--- src/sv/lcbc_pkg.sv ---
// ----------------------------------------------------------------------------
// lcbc_pkg
// Shared widths, operation codes, register indexes and the configuration
// struct of the LED color blink controller.
// ----------------------------------------------------------------------------
package lcbc_pkg;

   localparam int OP_WIDTH        = 2;
   localparam int NOW_WIDTH       = 32;
   localparam int COLOR_WIDTH     = 32;
   localparam int PERIOD_WIDTH    = 16;
   localparam int COUNT_WIDTH     = 17;
   localparam int CSR_INDEX_WIDTH = 3;
   localparam int CSR_DATA_WIDTH  = 32;
   localparam int US_PER_MS       = 1000;
   localparam int LIMIT_WIDTH     = PERIOD_WIDTH + 10;
   localparam int TIME_WIDTH_DEF  = 32;

   localparam logic [OP_WIDTH-1:0] OP_UPDATE = 2'd0;
   localparam logic [OP_WIDTH-1:0] OP_START  = 2'd1;
   localparam logic [OP_WIDTH-1:0] OP_STOP   = 2'd2;

   localparam logic [CSR_INDEX_WIDTH-1:0] CSR_ON_COLOR   = 3'd0;
   localparam logic [CSR_INDEX_WIDTH-1:0] CSR_OFF_COLOR  = 3'd1;
   localparam logic [CSR_INDEX_WIDTH-1:0] CSR_ON_PERIOD  = 3'd2;
   localparam logic [CSR_INDEX_WIDTH-1:0] CSR_OFF_PERIOD = 3'd3;
   localparam logic [CSR_INDEX_WIDTH-1:0] CSR_REPEAT     = 3'd4;

   typedef struct packed {
      logic [COLOR_WIDTH-1:0]        on_color;
      logic [COLOR_WIDTH-1:0]        off_color;
      logic [PERIOD_WIDTH-1:0]       on_period_ms;
      logic [PERIOD_WIDTH-1:0]       off_period_ms;
      logic signed [COUNT_WIDTH-1:0] repeat_count;
   } cfg_type;

endpackage

--- src/sv/lcbc_step.sv ---
// ----------------------------------------------------------------------------
// lcbc_step
// Blink state registers and the combinational update for one operation.
// ----------------------------------------------------------------------------
module lcbc_step #(
   parameter int TIME_WIDTH = lcbc_pkg::TIME_WIDTH_DEF
) (
   input  logic                               clock,
   input  logic                               reset,
   input  lcbc_pkg::cfg_type                  cfg,
   input  logic                               step_en,
   input  logic [lcbc_pkg::OP_WIDTH-1:0]      op,
   input  logic [lcbc_pkg::NOW_WIDTH-1:0]     now_us,
   output logic                               emit_valid,
   output logic [lcbc_pkg::COLOR_WIDTH-1:0]   emit_color
);
   import lcbc_pkg::*;

   localparam int EXT_WIDTH = (TIME_WIDTH > NOW_WIDTH) ? TIME_WIDTH : NOW_WIDTH;
   localparam int CMP_WIDTH = (TIME_WIDTH > LIMIT_WIDTH) ? TIME_WIDTH : LIMIT_WIDTH;

   logic                          active_ff, active_in;
   logic                          lit_ff, lit_in;
   logic [TIME_WIDTH-1:0]         start_ff, start_in;
   logic signed [COUNT_WIDTH-1:0] flashes_ff, flashes_in;
   logic [COLOR_WIDTH-1:0]        last_ff, last_in;

   logic [EXT_WIDTH-1:0]    now_ext;
   logic [TIME_WIDTH-1:0]   now_t;
   logic [TIME_WIDTH-1:0]   elapsed;
   logic [PERIOD_WIDTH-1:0] period;
   logic [LIMIT_WIDTH-1:0]  limit;
   logic                    expired;
   logic                    want;
   logic [COLOR_WIDTH-1:0]  cand;

   assign now_ext = EXT_WIDTH'(now_us);
   assign now_t   = now_ext[TIME_WIDTH-1:0];
   assign elapsed = now_t - start_ff;
   assign period  = lit_ff ? cfg.on_period_ms : cfg.off_period_ms;
   assign limit   = LIMIT_WIDTH'(period) * LIMIT_WIDTH'(US_PER_MS);
   assign expired = CMP_WIDTH'(elapsed) > CMP_WIDTH'(limit);

   always_comb begin
      active_in  = active_ff;
      lit_in     = lit_ff;
      start_in   = start_ff;
      flashes_in = flashes_ff;
      want       = 1'b0;
      cand       = cfg.off_color;
      case (op)
         OP_START: begin
            flashes_in = cfg.repeat_count;
            lit_in     = 1'b0;
            start_in   = '0;
            active_in  = 1'b1;
         end
         OP_STOP: begin
            active_in = 1'b0;
         end
         OP_UPDATE: begin
            if (!active_ff) begin
               want = 1'b1;
            end else if (expired) begin
               start_in = now_t;
               want     = 1'b1;
               if (lit_ff) begin
                  lit_in = 1'b0;
                  if (flashes_ff == '0) begin
                     active_in = 1'b0;
                  end
               end else begin
                  lit_in = 1'b1;
                  cand   = cfg.on_color;
                  if (flashes_ff > 0) begin
                     flashes_in = flashes_ff - COUNT_WIDTH'(1);
                  end
               end
            end
         end
         default: begin
         end
      endcase
      emit_valid = want && (cand != last_ff);
      emit_color = cand;
      last_in    = emit_valid ? cand : last_ff;
   end

   always_ff @(posedge clock) begin
      if (reset) begin
         active_ff  <= 1'b0;
         lit_ff     <= 1'b0;
         start_ff   <= '0;
         flashes_ff <= '0;
         last_ff    <= '0;
      end else if (step_en) begin
         active_ff  <= active_in;
         lit_ff     <= lit_in;
         start_ff   <= start_in;
         flashes_ff <= flashes_in;
         last_ff    <= last_in;
      end
   end

endmodule

--- src/sv/led_color_blink_controller_core.sv ---
// ----------------------------------------------------------------------------
// led_color_blink_controller_core
// LED blink generator with repeat count: steady or blinking GRBW color output.
// ----------------------------------------------------------------------------
// One operation is taken per clock cycle unless a pending color is held by
// rsp_stall. A request transfer lands in an input register; when it advances,
// the blink state is updated (one subtract of the phase start from the time
// input and one compare against period * 1000) and a changed color is loaded
// into the result register, from which the color word is offered. The result
// register frees the request side whenever the pending color is taken or none
// is pending. csr_ready is always high.
module led_color_blink_controller_core #(
   parameter int TIME_WIDTH = lcbc_pkg::TIME_WIDTH_DEF
) (
   input  logic                                   clock,
   input  logic                                   reset,
   input  logic                                   req_valid,
   output logic                                   req_stall,
   input  logic [lcbc_pkg::OP_WIDTH-1:0]          req_operation,
   input  logic [lcbc_pkg::NOW_WIDTH-1:0]         req_now_us,
   output logic                                   rsp_valid,
   input  logic                                   rsp_stall,
   output logic [lcbc_pkg::COLOR_WIDTH-1:0]       rsp_color_word,
   input  logic                                   csr_valid,
   output logic                                   csr_ready,
   input  logic [lcbc_pkg::CSR_INDEX_WIDTH-1:0]   csr_index,
   input  logic [lcbc_pkg::CSR_DATA_WIDTH-1:0]    csr_wdata
);
   import lcbc_pkg::*;

   cfg_type                cfg_ff;
   logic                   req_vld_ff;
   logic [OP_WIDTH-1:0]    req_op_ff;
   logic [NOW_WIDTH-1:0]   req_now_ff;
   logic                   rsp_vld_ff;
   logic [COLOR_WIDTH-1:0] rsp_color_ff;
   logic                   advance;
   logic                   accept;
   logic                   emit_valid;
   logic [COLOR_WIDTH-1:0] emit_color;

   assign csr_ready      = 1'b1;
   assign advance        = req_vld_ff && (!rsp_vld_ff || !rsp_stall);
   assign req_stall      = req_vld_ff && !advance;
   assign accept         = req_valid && !req_stall;
   assign rsp_valid      = rsp_vld_ff;
   assign rsp_color_word = rsp_color_ff;

   always_ff @(posedge clock) begin
      if (reset) begin
         cfg_ff <= '0;
      end else if (csr_valid && csr_ready) begin
         case (csr_index)
            CSR_ON_COLOR:   cfg_ff.on_color      <= csr_wdata[COLOR_WIDTH-1:0];
            CSR_OFF_COLOR:  cfg_ff.off_color     <= csr_wdata[COLOR_WIDTH-1:0];
            CSR_ON_PERIOD:  cfg_ff.on_period_ms  <= csr_wdata[PERIOD_WIDTH-1:0];
            CSR_OFF_PERIOD: cfg_ff.off_period_ms <= csr_wdata[PERIOD_WIDTH-1:0];
            CSR_REPEAT:     cfg_ff.repeat_count  <= signed'(csr_wdata[COUNT_WIDTH-1:0]);
            default: begin
            end
         endcase
      end
   end

   always_ff @(posedge clock) begin
      if (reset) begin
         req_vld_ff <= 1'b0;
      end else if (accept) begin
         req_vld_ff <= 1'b1;
      end else if (advance) begin
         req_vld_ff <= 1'b0;
      end
   end

   always_ff @(posedge clock) begin
      if (accept) begin
         req_op_ff  <= req_operation;
         req_now_ff <= req_now_us;
      end
   end

   always_ff @(posedge clock) begin
      if (reset) begin
         rsp_vld_ff <= 1'b0;
      end else if (advance && emit_valid) begin
         rsp_vld_ff <= 1'b1;
      end else if (!rsp_stall) begin
         rsp_vld_ff <= 1'b0;
      end
   end

   always_ff @(posedge clock) begin
      if (advance && emit_valid) begin
         rsp_color_ff <= emit_color;
      end
   end

   lcbc_step #(
      .TIME_WIDTH (TIME_WIDTH)
   ) u_step (
      .clock      (clock),
      .reset      (reset),
      .cfg        (cfg_ff),
      .step_en    (advance),
      .op         (req_op_ff),
      .now_us     (req_now_ff),
      .emit_valid (emit_valid),
      .emit_color (emit_color)
   );

endmodule
--- config.mk ---
export PLATFORM = sky130hd
export DESIGN_NAME = led_color_blink_controller_core
export DESIGN_NICKNAME = d
export VERILOG_FILES = /design/src/sv/lcbc_pkg.sv /design/src/sv/lcbc_step.sv /design/src/sv/led_color_blink_controller_core.sv
export SDC_FILE = /design/constraint.sdc
export NUM_CORES = 1
export LEC_CHECK = 0
export BUFFER_PORTS_ARGS = -buffer_cell sky130_fd_sc_hd__buf_2
export CORE_MARGIN = 2
export CORE_UTILIZATION = 24
export DETAILED_ROUTE_END_ITERATION = 6
export SLEW_MARGIN = 25
export SYNTH_ARGS = -nofsm -noshare
export SYNTH_HDL_FRONTEND = slang
export SYNTH_HIERARCHICAL = 1
export SYNTH_SLANG_ARGS = --single-unit
--- constraint.sdc ---
create_clock -name clock -period 18.1 [get_ports clock]
set_clock_uncertainty 0.1 [all_clocks]
set_input_delay 2.715 -clock clock [delete_from_list [all_inputs] [get_ports clock]]
set_output_delay 2.715 -clock clock [all_outputs]
set_load 0.1 [all_outputs]
==> results.yml <==
sta:
  final_max_slew_viol_count: 0
  fin_setup_tns_ns: 0
  rsz0062_at_grt: "false"
  fin_hold_ws_ns: 0.353
  clock.fmax_ghz: 0.0945
  hold_violations: 0
  setup_viol: 0
  worst_slew_pin_slew_ns: 0.961
  timing.slew.headroom: 0.360
  finalCritPeriodShare: 0.585
  min_period_ns: 10.58
synthesis:
  seq_area_frac_synth: 0.358
  synth_seq_cells: 264
  yosys.area.top_type: "dfxtp_1"
  syn_inst: 1717
  synth_nets: 1953
  ys_types: 72
  yosysWarnings: 6
  synth_edf_count: 66
  synthFlopType: "dfxtp_1"
  synth_top_cell_area_share: 0.239
  syn_area_per_cell_um2: 9.68
  syn_area_um2: 16600
  synth_area_leaders: "dfxtp_1 24%, edfxtp_1 12%, ha_1 8.1%"
  async_flop_share: 0
routing:
  firstDrtPassIters: 5
  drt_iter0_drc: 878
  drc_errors: 0
  ant_nets: 0
  wl_um: 43000
  routedWlPerCell_um: 15.7
  via_count: 12526
  via_per_inst: 4.58
cts:
  cts_tree: "done"
  clockBufferDepth: 3
  ctsHtreeMaxLevel: 1
  cts_resized: 0
  insertion_delay_ns: 0.58
  cts_setup_buffers: 0
  clk_pin_slew_worst_paths_ns: 0.06
  ctsHoldBuffers: 0
  cts_num_sinks: 264
  clock-root-buffer: "clkbuf_16"
  cts_made_buffers: 27
die:
  die_y_um: 267
  die_area_um2: 71300
  row_count: 96
  core_area_um2: 68600
  ioPinCount: 109
  initial_core_util: 0.242
  die_w_um: 267
layout:
  fill_cells: 7182
  drive_gt1_frac: 0.136
  nets: 2020
  num_antenna_cells: 0
  fin_util: 0.277
  areaGrowthSynthToFinish_pct: 14.4
  final_area_um2: 19000
min_path:
  hp-start: "u_step/start_ff[30]"
  hp-class: "reg2reg"
grt:
  grt_pass1_vias: 12599
  grt_max_degree: 149
  track_usage: 0.119
  grt_first_pass_wirelength_um: 68500
  globalRoute.totalOverflow: 0
  antenna_found_initial: 0
power_and_ir_drop:
  p_leak_nw: 7.72
  power.switching_w: 0.000398
  p_int_w: 0.00104
  seq_power_share: 0.440
  total_power_w: 0.00144
  power_frac_clock: 0.403
  p_sw_frac: 0.277
  power_density_nw_per_um2: 75.6
  power_frac_comb: 0.157
  ir_worst_vdd_uv: 66.8
setup_path:
  slowest_delay_ns: 0.81
  setup.worst_path.start_class: "flip-flop"
  cp_slowest_cell: "a2111oi_4"
  rrSetupSlack_ns: 7.52
  worstPathRequired_ns: 18.28
  crit_top_cell: "o21ai_0"
  path_class: "reg2reg"
  startpoint: "u_step/lit_ff"
  critical_path_buf_inv_count: 6
  cp-end-kind: "flip-flop"
  critPathArrivalTime_ns: 10.76
  critPathTopFamily: "compound AO/OA/AOI/OAI gates"
  crit_fanout: 36
  reg2reg_from: "u_step/lit_ff"
place:
  globalplace.congestion: 0.860
  hpwl_um: 31700
  place_area_um2: 18100
  place.port_buffers: 107
outcome:
  status: "complete, no violations"
job:
  max_cap_viol_count: 0
[routing by layer]
metal | part of all wire | global-route usage | up-vias
met1 | 0.47 | 0.165 | 6031
met5 | 0 | 0 | -
met3 | 0.051 | 0.0193 | 52
li1 | - | - | 6111
met2 | 0.45 | 0.193 | 332
met4 | 0.020 | 0.0273 | 0
[cell type report]
cell class,count,area [um2],share of cell area
Sequential cell,264,5950,0.313
Tap cell,931,1160,0.0613
Clock inverter,14,143,0.00750
Inverter,161,604,0.0318
Multi-Input combinational cell,1206,9690,0.510
Timing Repair Buffer,124,692,0.0364
Clock buffer,36,772,0.0406
[logic make-up after synthesis]
family	after synthesis	share of synthesized area
xor+xnor	81	0.0427
flops	264	0.358
compound gates	332	0.141
other cells	1	0.000226
fa+ha+maj	162	0.147
simple gates	468	0.150
mux	162	0.0999
buf+inv	247	0.0609
[synthesized netlist by cell type, types with 22 or more instances]
| library cell | instances |
|---|---|
| dfxtp_1 | 198 |
| edfxtp_1 | 66 |
| o21ai_0 | 59 |
| fa_1 | 55 |
| ha_1 | 107 |
| nand3_1 | 47 |
| mux2_2 | 31 |
| clkbuf_1 | 57 |
| mux2i_1 | 131 |
| a211oi_2 | 26 |
| nand2b_1 | 155 |
| a21o_1 | 22 |
| inv_1 | 161 |
| xor2_1 | 30 |
| nor2_1 | 57 |
| a21oi_1 | 88 |
| xnor2_1 | 51 |
| nand2_1 | 107 |
| a211oi_1 | 41 |
[per-stage QoR]
step / cells / worst slack, ns
finish: 2736 / 7.52
global route: 2736 / 6.64
CTS: 2735 / 7.52
detailed placement: 2685 / 7.59
global placement: 2685 / 7.94
floorplan: 1717 / 8.48
[power groups by stage]
stage / Clock [W] / Sequential (W) / Combinational, W
finish: 0.000579 / 0.000632 / 0.000225
global route: 0.000620 / 0.000634 / 0.000251
CTS: 0.000597 / 0.000632 / 0.000225
detailed placement: 0 / 0.000645 / 0.000223
global placement: 0 / 0.000645 / 0.000216
floorplan: 0 / 0.000647 / 0.000159
[worst register-to-register path, delay by kind of cell (launching register included)]
family | cells | cell delay [ns]
compound gates | 17 | 3.71
xor+xnor | 1 | 0.13
fa+ha+maj | 6 | 2.61
simple gates | 7 | 1.54
buf+inv | 6 | 1.28
flops | 1 | 0.31
mux | 2 | 0.60
[path summary, 6_finish.rpt]
kind / end / cells after the start
setup reg to reg: rsp_color_word[2] / 39
hold / removal: u_step/start_ff[30] / 2
hold reg to reg: u_step/start_ff[30] / 2
setup / recovery: rsp_color_word[2] / 39
[sequential cells by signal, indices dropped and copies added, names as in the netlist, 2 cells and up]
name / count
u_step/last_ff: 32
req_now_ff: 32
cfg_ff: 113
u_step/start_ff: 32
rsp_color_word: 32
u_step/flashes_ff: 17
req_op_ff: 2
[placed cells by master, fill, tap and decap left out, drive strengths merged, types with 7 or more instances in the layout]
master | Yosys | final
ha | 107 | 107
or3 | 7 | 7
a21o | 22 | 22
xor2 | 30 | 30
dfxtp | 198 | 198
mux2i | 131 | 131
nor3 | 17 | 17
nand4 | 20 | 20
nor2b | 12 | 12
mux2 | 31 | 31
clkinv | 0 | 8
a22oi | 14 | 14
xnor2 | 51 | 51
nand2 | 107 | 107
a211oi | 67 | 67
buf | 29 | 123
nand3 | 47 | 47
o21ai | 61 | 61
edfxtp | 66 | 66
nor2 | 57 | 57
a21oi | 88 | 88
fa | 55 | 55
nand2b | 155 | 155
inv | 161 | 163
or2 | 7 | 7
o211ai | 10 | 10
clkbuf | 57 | 37
(Power assumes the default switching activity.)
